`src/rtl/core/hhtp_pkg.sv`:
```
// Shared widths, constants and handshake structs for the heading-hold thruster PWM controller.
package hhtp_pkg;

    localparam int MUL_A_W    = 48;
    localparam int MUL_B_W    = 20;
    localparam int ACC_W      = 64;
    localparam int DIV_W      = 54;
    localparam int QUO_W      = 26;
    localparam int STEP_W     = 5;
    localparam int CFG_IDX_W  = 3;
    localparam int CFG_DATA_W = 26;

    // register indexes
    localparam logic [CFG_IDX_W-1:0] CFG_HEADING_TARGET   = 3'd0;
    localparam logic [CFG_IDX_W-1:0] CFG_FORWARD_TARGET   = 3'd1;
    localparam logic [CFG_IDX_W-1:0] CFG_HEADING_GAIN     = 3'd2;
    localparam logic [CFG_IDX_W-1:0] CFG_RATE_GAIN        = 3'd3;
    localparam logic [CFG_IDX_W-1:0] CFG_FORWARD_GAIN     = 3'd4;
    localparam logic [CFG_IDX_W-1:0] CFG_SMOOTHING_WEIGHT = 3'd5;

    // divider step counts, divisors pre-shifted by (steps - 1)
    localparam logic [STEP_W-1:0] STEPS_RAW = 5'd14;
    localparam logic [STEP_W-1:0] STEPS_HDG = 5'd26;
    localparam logic [STEP_W-1:0] STEPS_PWM = 5'd11;

    localparam logic [63:0] PWM_FWD_DIV  = 64'd65536 * 64'd981 * 64'd85;
    localparam logic [63:0] PWM_BWD_DIV  = 64'd981 * 64'd65536 * 64'd67;
    localparam logic [63:0] PWM_FWD_BIAS = 64'd1300806 * 64'd65536 * 64'd100;
    localparam logic [63:0] PWM_BWD_BASE = 64'd936855 * 64'd65536 * 64'd100;
    localparam logic [63:0] PWM_FWD_SAT  = PWM_FWD_DIV << 11;

    localparam logic [DIV_W-1:0] DSH_RAW = DIV_W'(64'd1000 << 13);
    localparam logic [DIV_W-1:0] DSH_HDG = DIV_W'(64'd40 << 25);
    localparam logic [DIV_W-1:0] DSH_FWD = DIV_W'(PWM_FWD_DIV << 10);
    localparam logic [DIV_W-1:0] DSH_BWD = DIV_W'(PWM_BWD_DIV << 10);

    localparam logic [63:0]        THRUST_MAX = 64'h0000_0001_0000_0000;
    localparam logic [MUL_B_W-1:0] PWM_SCALE  = 20'd1000000;

    localparam logic [10:0] PWM_MIN      = 11'd1300;
    localparam logic [10:0] PWM_MAX      = 11'd1700;
    localparam logic [10:0] PWM_NEUTRAL  = 11'd1500;
    localparam logic [10:0] PWM_DEADBAND = 11'd1543;

    typedef struct packed {
        logic start;
        logic keep;     // add onto the running accumulator
    } mul_cmd_t;

    typedef struct packed {
        logic              start;
        logic [STEP_W-1:0] steps;
    } div_cmd_t;

endpackage

```
`src/rtl/core/hhtp_mul.sv`:
```
// Bit-serial shift-add multiplier: signed multiplicand, unsigned multiplier, one bit per cycle.
module hhtp_mul (
    input  logic                                 clk,
    input  logic                                 rst_n,
    input  hhtp_pkg::mul_cmd_t                   cmd,
    input  logic signed [hhtp_pkg::MUL_A_W-1:0]  a,
    input  logic        [hhtp_pkg::MUL_B_W-1:0]  b,
    output logic                                 done,
    output logic signed [hhtp_pkg::ACC_W-1:0]    acc
);
    import hhtp_pkg::*;

    logic signed [ACC_W-1:0]   a_sh_reg;
    logic signed [ACC_W-1:0]   acc_reg;
    logic        [MUL_B_W-1:0] b_sh_reg;
    logic                      busy_reg;
    logic                      done_reg;

    always_ff @(posedge clk or negedge rst_n)
    begin
        if (!rst_n)
        begin
            a_sh_reg <= '0;
            acc_reg  <= '0;
            b_sh_reg <= '0;
            busy_reg <= 1'b0;
            done_reg <= 1'b0;
        end
        else
        begin
            done_reg <= 1'b0;
            if (cmd.start)
            begin
                a_sh_reg <= {{(ACC_W-MUL_A_W){a[MUL_A_W-1]}}, a};
                b_sh_reg <= b;
                if (!cmd.keep)
                begin
                    acc_reg <= '0;
                end
                busy_reg <= 1'b1;
            end
            else if (busy_reg)
            begin
                // stop as soon as no multiplier bits remain
                if (b_sh_reg == '0)
                begin
                    busy_reg <= 1'b0;
                    done_reg <= 1'b1;
                end
                else
                begin
                    if (b_sh_reg[0])
                    begin
                        acc_reg <= acc_reg + a_sh_reg;
                    end
                    a_sh_reg <= a_sh_reg <<< 1;
                    b_sh_reg <= b_sh_reg >> 1;
                end
            end
        end
    end

    assign done = done_reg;
    assign acc  = acc_reg;

endmodule

```
`src/rtl/core/hhtp_div.sv`:
```
// Restoring divider by a pre-shifted constant divisor, one quotient bit per cycle.
module hhtp_div (
    input  logic                           clk,
    input  logic                           rst_n,
    input  hhtp_pkg::div_cmd_t             cmd,
    input  logic [hhtp_pkg::DIV_W-1:0]     num,
    input  logic [hhtp_pkg::DIV_W-1:0]     dsh,
    output logic                           done,
    output logic [hhtp_pkg::QUO_W-1:0]     quo,
    output logic                           rem_nz
);
    import hhtp_pkg::*;

    logic [DIV_W-1:0]  rem_reg;
    logic [DIV_W-1:0]  dsh_reg;
    logic [QUO_W-1:0]  quo_reg;
    logic [STEP_W-1:0] cnt_reg;
    logic              busy_reg;
    logic              done_reg;

    always_ff @(posedge clk or negedge rst_n)
    begin
        if (!rst_n)
        begin
            rem_reg  <= '0;
            dsh_reg  <= '0;
            quo_reg  <= '0;
            cnt_reg  <= '0;
            busy_reg <= 1'b0;
            done_reg <= 1'b0;
        end
        else
        begin
            done_reg <= 1'b0;
            if (cmd.start)
            begin
                rem_reg  <= num;
                dsh_reg  <= dsh;
                quo_reg  <= '0;
                cnt_reg  <= cmd.steps;
                busy_reg <= 1'b1;
            end
            else if (busy_reg)
            begin
                if (rem_reg >= dsh_reg)
                begin
                    rem_reg <= rem_reg - dsh_reg;
                    quo_reg <= {quo_reg[QUO_W-2:0], 1'b1};
                end
                else
                begin
                    quo_reg <= {quo_reg[QUO_W-2:0], 1'b0};
                end
                dsh_reg <= dsh_reg >> 1;
                cnt_reg <= cnt_reg - 1'b1;
                if (cnt_reg == STEP_W'(1))
                begin
                    busy_reg <= 1'b0;
                    done_reg <= 1'b1;
                end
            end
        end
    end

    assign done   = done_reg;
    assign quo    = quo_reg;
    assign rem_nz = (rem_reg != '0);

endmodule

```
`src/rtl/core/heading_hold_thruster_pwm_controller.sv`:
```
// Top level: heading-hold controller turning gyro samples into left/right thruster PWM words.
//
// Use: one input word per gyro sample (gyro_sample, stop_request, new_leg) on in_valid /
// in_stall; one result word per input (left_pwm, right_pwm, heading_now, goal_reached,
// stopped) on out_valid / out_stall. A word moves at a clock edge with valid high and stall
// low. Gains and targets are written on the cfg port (cfg_index, cfg_data, cfg_valid with
// cfg_ready always high) while no word is in flight.
// Timing is set by one shared bit-serial multiplier (one multiplier bit per cycle, seven
// products, each ending early once no multiplier bits remain) and one shared restoring
// divider (one quotient bit per cycle: /1000, /40 and two PWM curve divisions, a curve
// division skipped for zero or out-of-range thrust). A stop word goes from S_IDLE
// straight to S_DONE, which loads the result register. One word is processed at a time;
// in_stall is high while busy, so a new word is taken only once the last one is done.
// The result sits in an output register, so the next input word is taken while the previous
// result is still stalled; a finished word waits only if that register is still full.
// Reset: asynchronous, active low; filtered rate and heading clear to zero and the gain
// registers return to their defaults; out_valid drops.
module heading_hold_thruster_pwm_controller (
    input  logic                                 clk,
    input  logic                                 rst_n,
    input  logic                                 in_valid,
    output logic                                 in_stall,
    input  logic signed [23:0]                   gyro_sample,
    input  logic                                 stop_request,
    input  logic                                 new_leg,
    output logic                                 out_valid,
    input  logic                                 out_stall,
    output logic        [10:0]                   left_pwm,
    output logic        [10:0]                   right_pwm,
    output logic signed [31:0]                   heading_now,
    output logic                                 goal_reached,
    output logic                                 stopped,
    input  logic                                 cfg_valid,
    output logic                                 cfg_ready,
    input  logic        [hhtp_pkg::CFG_IDX_W-1:0]  cfg_index,
    input  logic        [hhtp_pkg::CFG_DATA_W-1:0] cfg_data
);
    import hhtp_pkg::*;

    typedef enum logic [4:0] {
        S_IDLE, S_RAW_GO, S_RAW_WT, S_FA_GO, S_FA_WT, S_FB_GO, S_FB_WT,
        S_HD_GO, S_HD_WT, S_ER_GO, S_ER_WT, S_OU_GO, S_OU_WT, S_SP_GO, S_SP_WT,
        S_PM_GO, S_PM_WT, S_PD_GO, S_PD_WT, S_PFIN, S_DONE
    } state_t;

    state_t state_reg;

    // configuration
    logic signed [25:0] ht_reg;
    logic [15:0]        ft_reg, hg_reg, rg_reg, fg_reg, sw_reg;

    // loop state and working values
    logic signed [31:0] f_reg, h_reg;
    logic signed [23:0] raw_reg;
    logic signed [14:0] rq_reg;
    logic signed [47:0] o_reg;
    logic signed [63:0] d_reg, tl_reg, tr_reg;
    logic               xneg_reg, side_reg, tneg_reg, tzero_reg, stop_reg;
    logic [DIV_W-1:0]   prod_reg;
    logic [10:0]        p_reg, lp_reg, rp_reg;

    // result register
    logic               out_valid_reg, goal_reg, stopped_reg;
    logic [10:0]        lpo_reg, rpo_reg;
    logic signed [31:0] hn_reg;

    // shared units
    mul_cmd_t                  mul_cmd;
    logic signed [MUL_A_W-1:0] mul_a;
    logic [MUL_B_W-1:0]        mul_b;
    logic                      mul_done;
    logic signed [ACC_W-1:0]   acc;
    div_cmd_t                  div_cmd;
    logic [DIV_W-1:0]          div_num, div_dsh;
    logic                      div_done, rem_nz;
    logic [QUO_W-1:0]          quo;

    // datapath terms
    logic [23:0]        raw_mag;
    logic signed [14:0] rq_new;
    logic signed [63:0] fsum, esum, dsum, d_new, tl_new, tr_new, t_sel;
    logic signed [31:0] f_new;
    logic signed [32:0] x40;
    logic [32:0]        x_mag;
    logic [26:0]        q_ext;
    logic signed [26:0] qd;
    logic signed [32:0] hsum;
    logic signed [31:0] h_sat;
    logic signed [33:0] err;
    logic signed [47:0] o_new;
    logic [63:0]        t_abs;
    logic [32:0]        t_mag;
    logic [DIV_W-1:0]   fwd_num, bwd_num;
    logic               fwd_sat, bwd_zero, pd_div_go;
    logic [10:0]        pwm_c;
    logic               goal_now;

    hhtp_mul u_mul (
        .clk   (clk),
        .rst_n (rst_n),
        .cmd   (mul_cmd),
        .a     (mul_a),
        .b     (mul_b),
        .done  (mul_done),
        .acc   (acc)
    );

    hhtp_div u_div (
        .clk    (clk),
        .rst_n  (rst_n),
        .cmd    (div_cmd),
        .num    (div_num),
        .dsh    (div_dsh),
        .done   (div_done),
        .quo    (quo),
        .rem_nz (rem_nz)
    );

    always_comb
    begin
        // raw rate / 1000, truncating toward zero
        raw_mag = raw_reg[23] ? (~raw_reg + 24'd1) : raw_reg;
        rq_new  = raw_reg[23] ? -$signed({1'b0, quo[13:0]}) : $signed({1'b0, quo[13:0]});

        // low-pass filter: round(acc / 65536)
        fsum  = acc + 64'sd32768;
        f_new = fsum[47:16];

        // heading step: floor((f + 20) / 40), then saturating add
        x40   = {f_reg[31], f_reg} + 33'sd20;
        x_mag = x40[32] ? 33'(-x40) : 33'(x40);
        q_ext = {1'b0, quo} + 27'(rem_nz && xneg_reg);
        qd    = xneg_reg ? -$signed(q_ext) : $signed(q_ext);
        hsum  = {h_reg[31], h_reg} + {{6{qd[26]}}, qd};
        if (hsum > 33'sd2147483647)
        begin
            h_sat = 32'sh7FFF_FFFF;
        end
        else if (hsum < -33'sd2147483648)
        begin
            h_sat = 32'sh8000_0000;
        end
        else
        begin
            h_sat = hsum[31:0];
        end

        // cascaded P terms
        err    = {{8{ht_reg[25]}}, ht_reg} - {{2{h_reg[31]}}, h_reg};
        esum   = acc + 64'sd128;
        o_new  = esum[55:8] - {{16{f_reg[31]}}, f_reg};
        dsum   = acc + 64'sd128;
        d_new  = dsum >>> 8;
        tl_new = (acc - d_reg + 64'sd1) >>> 1;
        tr_new = (acc + d_reg + 64'sd1) >>> 1;

        // side thrust magnitude, clamped
        t_sel = side_reg ? tr_reg : tl_reg;
        t_abs = t_sel[63] ? 64'(-t_sel) : 64'(t_sel);
        t_mag = (t_abs > THRUST_MAX) ? THRUST_MAX[32:0] : t_abs[32:0];

        // thrust curve numerators
        fwd_num   = prod_reg + PWM_FWD_BIAS[DIV_W-1:0];
        fwd_sat   = (fwd_num >= PWM_FWD_SAT[DIV_W-1:0]);
        bwd_zero  = (prod_reg >= PWM_BWD_BASE[DIV_W-1:0]);
        bwd_num   = PWM_BWD_BASE[DIV_W-1:0] - prod_reg;
        pd_div_go = !tzero_reg && (tneg_reg ? !bwd_zero : !fwd_sat);

        // forward deadband, then output clamp
        pwm_c = p_reg;
        if (!tneg_reg && !tzero_reg && (p_reg <= PWM_DEADBAND))
        begin
            pwm_c = PWM_NEUTRAL;
        end
        if (pwm_c < PWM_MIN)
        begin
            pwm_c = PWM_MIN;
        end
        else if (pwm_c > PWM_MAX)
        begin
            pwm_c = PWM_MAX;
        end

        goal_now = ($signed({h_reg[31], h_reg}) >= $signed({{7{ht_reg[25]}}, ht_reg}));
    end

    // unit command steering
    always_comb
    begin
        mul_cmd = '0;
        mul_a   = '0;
        mul_b   = '0;
        div_cmd = '0;
        div_num = '0;
        div_dsh = '0;
        case (state_reg)
            S_RAW_GO:
            begin
                div_cmd.start = 1'b1;
                div_cmd.steps = STEPS_RAW;
                div_num       = {{(DIV_W-24){1'b0}}, raw_mag};
                div_dsh       = DSH_RAW;
            end
            S_FA_GO:
            begin
                mul_cmd.start = 1'b1;
                mul_a         = {{(MUL_A_W-32){f_reg[31]}}, f_reg};
                mul_b         = MUL_B_W'(32'd65536 - {16'd0, sw_reg});
            end
            S_FB_GO:
            begin
                mul_cmd.start = 1'b1;
                mul_cmd.keep  = 1'b1;
                mul_a         = {{(MUL_A_W-31){rq_reg[14]}}, rq_reg, 16'd0};
                mul_b         = {{(MUL_B_W-16){1'b0}}, sw_reg};
            end
            S_HD_GO:
            begin
                div_cmd.start = 1'b1;
                div_cmd.steps = STEPS_HDG;
                div_num       = {{(DIV_W-33){1'b0}}, x_mag};
                div_dsh       = DSH_HDG;
            end
            S_ER_GO:
            begin
                mul_cmd.start = 1'b1;
                mul_a         = {{(MUL_A_W-34){err[33]}}, err};
                mul_b         = {{(MUL_B_W-16){1'b0}}, hg_reg};
            end
            S_OU_GO:
            begin
                mul_cmd.start = 1'b1;
                mul_a         = o_reg;
                mul_b         = {{(MUL_B_W-16){1'b0}}, rg_reg};
            end
            S_SP_GO:
            begin
                mul_cmd.start = 1'b1;
                mul_a         = {{(MUL_A_W-16){1'b0}}, ft_reg};
                mul_b         = {{(MUL_B_W-16){1'b0}}, fg_reg};
            end
            S_PM_GO:
            begin
                mul_cmd.start = 1'b1;
                mul_a         = {{(MUL_A_W-33){1'b0}}, t_mag};
                mul_b         = PWM_SCALE;
            end
            S_PD_GO:
            begin
                div_cmd.start = pd_div_go;
                div_cmd.steps = STEPS_PWM;
                div_num       = tneg_reg ? bwd_num : fwd_num;
                div_dsh       = tneg_reg ? DSH_BWD : DSH_FWD;
            end
            default:
            begin
            end
        endcase
    end

    always_ff @(posedge clk or negedge rst_n)
    begin
        if (!rst_n)
        begin
            state_reg     <= S_IDLE;
            ht_reg        <= '0;
            ft_reg        <= 16'd128;
            hg_reg        <= 16'd256;
            rg_reg        <= 16'd51;
            fg_reg        <= 16'd384;
            sw_reg        <= 16'd9830;
            f_reg         <= '0;
            h_reg         <= '0;
            raw_reg       <= '0;
            rq_reg        <= '0;
            o_reg         <= '0;
            d_reg         <= '0;
            tl_reg        <= '0;
            tr_reg        <= '0;
            xneg_reg      <= 1'b0;
            side_reg      <= 1'b0;
            tneg_reg      <= 1'b0;
            tzero_reg     <= 1'b0;
            stop_reg      <= 1'b0;
            prod_reg      <= '0;
            p_reg         <= '0;
            lp_reg        <= '0;
            rp_reg        <= '0;
            out_valid_reg <= 1'b0;
            goal_reg      <= 1'b0;
            stopped_reg   <= 1'b0;
            lpo_reg       <= '0;
            rpo_reg       <= '0;
            hn_reg        <= '0;
        end
        else
        begin
            if (cfg_valid)
            begin
                case (cfg_index)
                    CFG_HEADING_TARGET:   ht_reg <= $signed(cfg_data);
                    CFG_FORWARD_TARGET:   ft_reg <= cfg_data[15:0];
                    CFG_HEADING_GAIN:     hg_reg <= cfg_data[15:0];
                    CFG_RATE_GAIN:        rg_reg <= cfg_data[15:0];
                    CFG_FORWARD_GAIN:     fg_reg <= cfg_data[15:0];
                    CFG_SMOOTHING_WEIGHT: sw_reg <= cfg_data[15:0];
                    default:
                    begin
                    end
                endcase
            end

            // drain; a reload in S_DONE takes over this edge
            if (out_valid_reg && !out_stall && (state_reg != S_DONE))
            begin
                out_valid_reg <= 1'b0;
            end

            case (state_reg)
                S_IDLE:
                begin
                    if (in_valid)
                    begin
                        raw_reg  <= gyro_sample;
                        stop_reg <= stop_request;
                        if (stop_request)
                        begin
                            // neutral output, state untouched
                            lp_reg    <= PWM_NEUTRAL;
                            rp_reg    <= PWM_NEUTRAL;
                            state_reg <= S_DONE;
                        end
                        else
                        begin
                            if (new_leg)
                            begin
                                f_reg <= '0;
                            end
                            state_reg <= S_RAW_GO;
                        end
                    end
                end
                S_RAW_GO: state_reg <= S_RAW_WT;
                S_RAW_WT:
                begin
                    if (div_done)
                    begin
                        rq_reg    <= rq_new;
                        state_reg <= S_FA_GO;
                    end
                end
                S_FA_GO: state_reg <= S_FA_WT;
                S_FA_WT:
                begin
                    if (mul_done)
                    begin
                        state_reg <= S_FB_GO;
                    end
                end
                S_FB_GO: state_reg <= S_FB_WT;
                S_FB_WT:
                begin
                    if (mul_done)
                    begin
                        f_reg     <= f_new;
                        state_reg <= S_HD_GO;
                    end
                end
                S_HD_GO:
                begin
                    xneg_reg  <= x40[32];
                    state_reg <= S_HD_WT;
                end
                S_HD_WT:
                begin
                    if (div_done)
                    begin
                        h_reg     <= h_sat;
                        state_reg <= S_ER_GO;
                    end
                end
                S_ER_GO: state_reg <= S_ER_WT;
                S_ER_WT:
                begin
                    if (mul_done)
                    begin
                        o_reg     <= o_new;
                        state_reg <= S_OU_GO;
                    end
                end
                S_OU_GO: state_reg <= S_OU_WT;
                S_OU_WT:
                begin
                    if (mul_done)
                    begin
                        d_reg     <= d_new;
                        state_reg <= S_SP_GO;
                    end
                end
                S_SP_GO: state_reg <= S_SP_WT;
                S_SP_WT:
                begin
                    if (mul_done)
                    begin
                        // acc holds the forward thrust term
                        tl_reg    <= tl_new;
                        tr_reg    <= tr_new;
                        side_reg  <= 1'b0;
                        state_reg <= S_PM_GO;
                    end
                end
                S_PM_GO:
                begin
                    tneg_reg  <= t_sel[63];
                    tzero_reg <= (t_sel == '0);
                    state_reg <= S_PM_WT;
                end
                S_PM_WT:
                begin
                    if (mul_done)
                    begin
                        prod_reg  <= acc[DIV_W-1:0];
                        state_reg <= S_PD_GO;
                    end
                end
                S_PD_GO:
                begin
                    if (pd_div_go)
                    begin
                        state_reg <= S_PD_WT;
                    end
                    else
                    begin
                        if (tzero_reg)
                        begin
                            p_reg <= PWM_NEUTRAL;
                        end
                        else if (tneg_reg)
                        begin
                            p_reg <= '0;
                        end
                        else
                        begin
                            p_reg <= PWM_MAX;
                        end
                        state_reg <= S_PFIN;
                    end
                end
                S_PD_WT:
                begin
                    if (div_done)
                    begin
                        p_reg     <= quo[10:0];
                        state_reg <= S_PFIN;
                    end
                end
                S_PFIN:
                begin
                    if (!side_reg)
                    begin
                        lp_reg    <= pwm_c;
                        side_reg  <= 1'b1;
                        state_reg <= S_PM_GO;
                    end
                    else
                    begin
                        rp_reg    <= pwm_c;
                        state_reg <= S_DONE;
                    end
                end
                S_DONE:
                begin
                    // load when the result register is empty or drains this edge
                    if (!out_valid_reg || !out_stall)
                    begin
                        out_valid_reg <= 1'b1;
                        lpo_reg       <= lp_reg;
                        rpo_reg       <= rp_reg;
                        hn_reg        <= h_reg;
                        goal_reg      <= goal_now;
                        stopped_reg   <= stop_reg;
                        state_reg     <= S_IDLE;
                    end
                end
                default: state_reg <= S_IDLE;
            endcase
        end
    end

    assign in_stall     = (state_reg != S_IDLE);
    assign cfg_ready    = 1'b1;
    assign out_valid    = out_valid_reg;
    assign left_pwm     = lpo_reg;
    assign right_pwm    = rpo_reg;
    assign heading_now  = hn_reg;
    assign goal_reached = goal_reg;
    assign stopped      = stopped_reg;

endmodule

```
`config.mk`:
```
export PLATFORM = sky130hd
export DESIGN_NAME = heading_hold_thruster_pwm_controller
export DESIGN_NICKNAME = d
export VERILOG_FILES = /design/src/rtl/core/hhtp_pkg.sv /design/src/rtl/core/hhtp_mul.sv /design/src/rtl/core/hhtp_div.sv /design/src/rtl/core/heading_hold_thruster_pwm_controller.sv
export SDC_FILE = /design/constraint.sdc
export NUM_CORES = 2
export LEC_CHECK = 0
export BUFFER_PORTS_ARGS = -buffer_cell sky130_fd_sc_hd__buf_2
export CAP_MARGIN = 20
export CORE_AREA = 2 2 429 431
export CTS_CLUSTER_SIZE = 12
export DETAILED_ROUTE_END_ITERATION = 8
export DIE_AREA = 0 0 431 433
export GPL_ROUTABILITY_DRIVEN = 0
export PLACE_DENSITY = 0.55
export SYNTH_ARGS = -nofsm -noshare
export SYNTH_HDL_FRONTEND = slang
export SYNTH_HIERARCHICAL = 1
export SYNTH_SLANG_ARGS = --single-unit
```
`constraint.sdc`:
```
create_clock -name clk -period 15.2 [get_ports clk]
set_input_delay 1.52 -clock clk [delete_from_list [all_inputs] [get_ports clk]]
set_output_delay 1.52 -clock clk [all_outputs]
set_load 0.1 [all_outputs]
```
==> reports/results.tsv <==
stage	metric	value	unit
outcome	outcome	completed	
placed_design	port_buffers	117	
cells_and_area	nets	8638	
run	cap_viol_max_count	0	
clocking	root_buffer	clkbuf_16	
clocking	cts_buffers	107	
routing	first_pass_iters	7	
setup_path	critPathCaptureType	flop	
floorplanning	core.rowCount	157	
grt	met2_usage	39.73	%
floorplanning	core	0.1821	mm²
setup_path	crit_arrival	8.16	ns
floorplanning	ios	119	
grt	grt_pass1_wl	374.0	mm
synthesis	yosysSeqAreaShare	32.21	%
setup_path	setup.worst_path.start_class	flop	
routing	route.detailed.drc	0	
cells_and_area	n_fill_cell	18245	
clocking	path_clk_slew	0.06	ns
clocking	clkLatencyLatePin	0.82	ns
sta	worst_slack	7.775	ns
setup_path	cp_top_family	simple AND/OR/NAND/NOR gates	
cells_and_area	drive_above_1_share	9.603	%
placed_design	dp_hpwl	191.7	mm
grt	grt_overflow	0	
synthesis	ys_ff_latch	884	
sta	period_share	48.85	%
synthesis	syn_inst	8187	
clocking	ctsResizeCount	0	
setup_path	worst-path-stages	26	
floorplanning	start_util	37.74	%
routing	wl_per_cell	23.52	µm
min_path	hold_path_depth	1	
setup_path	crit_slowest_cell	or4_1	
cells_and_area	area_delta_synth_final	10.14	%
routing	vias	62466	
grt	grt_usage	25.92	%
synthesis	synth_edf_count	0	
clocking	clockBufferDepth	3	
synthesis	synthArstFlopShare	100.0	%
cells_and_area	regArea	0.02215	mm²
clocking	cts_setup_buffers	0	
clocking	tritoncts	done	
routing	drt-vias-per-instance	5.885	
power	p_leak	0.03373	µW
setup_path	cp.required	15.93	ns
synthesis	syn_area	0.06873	mm²
power	vdd_drop_max	0.2542	mV
routing	postRouteWirelength	249.6	mm
sta	max_freq	134.7	MHz
grt	antenna_found_initial	14	
routing	ant_nets	0	
floorplanning	die_w	431	µm
clocking	htreeDepth	3	
sta	setup_violations	0	
sta	relSlewSlack	26.74	%
sta	fin_setup_tns	0	ns
synthesis	syn_avg_cell_area	8.395	µm²
clocking	cts.sinks	884	
sta	final.min_clock_period	7.425	ns
setup_path	worstSetupPathType	flop to flop	
routing	drtIter0Drc	6631	
power	p_total	18840	µW
sta	grt_setup_unrepaired	no	
synthesis	synthFlopType	dfrtp_1	
setup_path	cp_max_fo	7	
power	cellPowerDensity	248.9	mW/mm²
sta	hold_violations	0	
sta	slew_viol_final	0	
synthesis	yosysWarnings	6	
floorplanning	chipHeight	433	µm
floorplanning	die_area	0.1866	mm²
min_path	min_path_type	flop to flop	
placed_design	pre_cts_slack	7.881	ns
sta	clock_skew	0.05133	ns
synthesis	synth_cell_type_count	107	
cells_and_area	multi_input_area	0.04375	mm²
clocking	cts-hold-fix-buffers	0	
grt	grt_use_met3	3.830	%
setup_path	regToRegSetupSlack	7.78	ns
grt	busiest_layer	met2	
grt	grt_pass1_vias	58585	
setup_path	critPathBufInv	0	
sta	worst_slew_pin_slew	1.089	ns
setup_path	reg2reg_depth	26	
grt	use_met1	36.41	%
setup_path	cpPeakStageDelay	0.71	ns
grt	grt_max_degree	146	
[final timing paths]
path / start / to
setup / recovery: u_div/rem_reg[43]$_DFFE_PN0P_ / h_reg[22]$_DFFE_PN0P_
hold / removal: rp_reg[10]$_DFFE_PN0P_ / rp_reg[10]$_DFFE_PN0P_
setup reg to reg: u_div/rem_reg[43]$_DFFE_PN0P_ / h_reg[22]$_DFFE_PN0P_
hold reg to reg: rp_reg[10]$_DFFE_PN0P_ / rp_reg[10]$_DFFE_PN0P_
max in group asynchronous: rst_n / u_mul/a_sh_reg[40]$_DFFE_PN0P_
min in group asynchronous: rst_n / u_div/dsh_reg[43]$_DFFE_PN0P_
[cell usage in the layout (no fill, tap or decap), drive strengths merged, types with 50 or more instances in the layout]
master / netlist / final
a21oi: 522 / 522
o21bai: 81 / 81
nand4: 120 / 120
o21a: 50 / 50
o21ai: 808 / 808
nand2: 1003 / 1003
a22oi: 58 / 58
mux2i: 236 / 236
a21o: 178 / 178
mux2: 230 / 230
clkbuf: 365 / 139
o211ai: 60 / 60
xor2: 253 / 253
and3: 63 / 63
inv: 372 / 375
nor2: 539 / 539
nand2b: 70 / 70
nor4: 83 / 83
nor2b: 56 / 56
a22o: 57 / 57
ha: 434 / 434
buf: 64 / 234
or3: 77 / 77
o31ai: 81 / 81
xnor2: 398 / 398
nand3: 168 / 168
nor3: 151 / 151
dfrtp: 869 / 869
a31oi: 74 / 74
[logic make-up after synthesis]
kind of cell / count (synthesis) / synth area share [%]
xor+xnor: 651 / 8.296
fa+ha+maj: 448 / 8.207
simple gates: 2556 / 17.56
buf+inv: 803 / 4.529
other cells: 2 / 0.01093
mux: 466 / 7.205
flops: 884 / 32.21
compound gates: 2377 / 21.98
[cell type report]
cell class / instances / area share, %
inverter: 374 / 1.854
clock buffer: 139 / 4.013
multi-input combinational: 6536 / 57.79
clock inverter: 60 / 1.078
antenna: 2 / 0.006611
sequential: 884 / 29.26
tap: 2385 / 3.942
timing repair buffer: 234 / 2.059
[power breakdown]
part,switching (µW),internal [µW]
Clock,1180,1640
Sequential,888,2960
Combinational,7530,4640
Total,9600,9240
[per-stage QoR]
step                cells  utilization [%]  hold slack (ns)  area [µm²]
CTS                 10610            41.55           0.4708       75650
finish              10614            41.57           0.4643       75700
floorplan            8223                -           0.4305       68870
detailed placement  10411            39.43           0.4563       71800
global route        10613            41.57           0.4983       75700
global placement    10409            39.41           0.4601       71770
[cells in the mapped netlist, drive strengths merged (17+ instances only)]
library cell     n  area [µm²]
nand2         1003        3765
dfrtp          869       21750
o21ai          808        4044
nor2           539        2023
a21oi          522        2624
ha             434        5430
xnor2          398        3486
inv            372        1396
clkbuf         365        1371
xor2           253        2216
mux2i          236        2362
mux2           230        2590
a21o           178        1336
nand3          168       840.8
nor3           151       755.7
nand4          120       772.0
nor4            83       534.3
o21bai          81       608.1
o31ai           81       608.1
or3             77       481.7
a31oi           74       462.9
nand2b          70       437.9
buf             64       337.8
and3            63       394.1
o211ai          60       500.5
a22oi           58       440.4
a22o            57       499.2
nor2b           56       350.3
o21a            50       375.4
a211oi          49       372.9
and2            40       250.2
o221ai          40       394.1
or2             40       250.2
o22ai           33       206.5
or4             31       232.7
nor3b           30       225.2
a21boi          25       187.7
or3b            24       210.2
and4            23       201.4
a221oi          22       192.7
a222oi          22       220.2
o41ai           21       191.4
a211o           17       148.9
a221o           17       170.2
[layer usage]
layer  vias to the layer above  part of all wire, %  wire [µm]
met5                         -               0.0044         11
li1                      29337                    -          -
met3                       473                  6.5      16230
met1                     30426                   45     112900
met2                      2228                   44     109300
met4                         2                  4.5      11180
(Power assumes the default switching activity.)
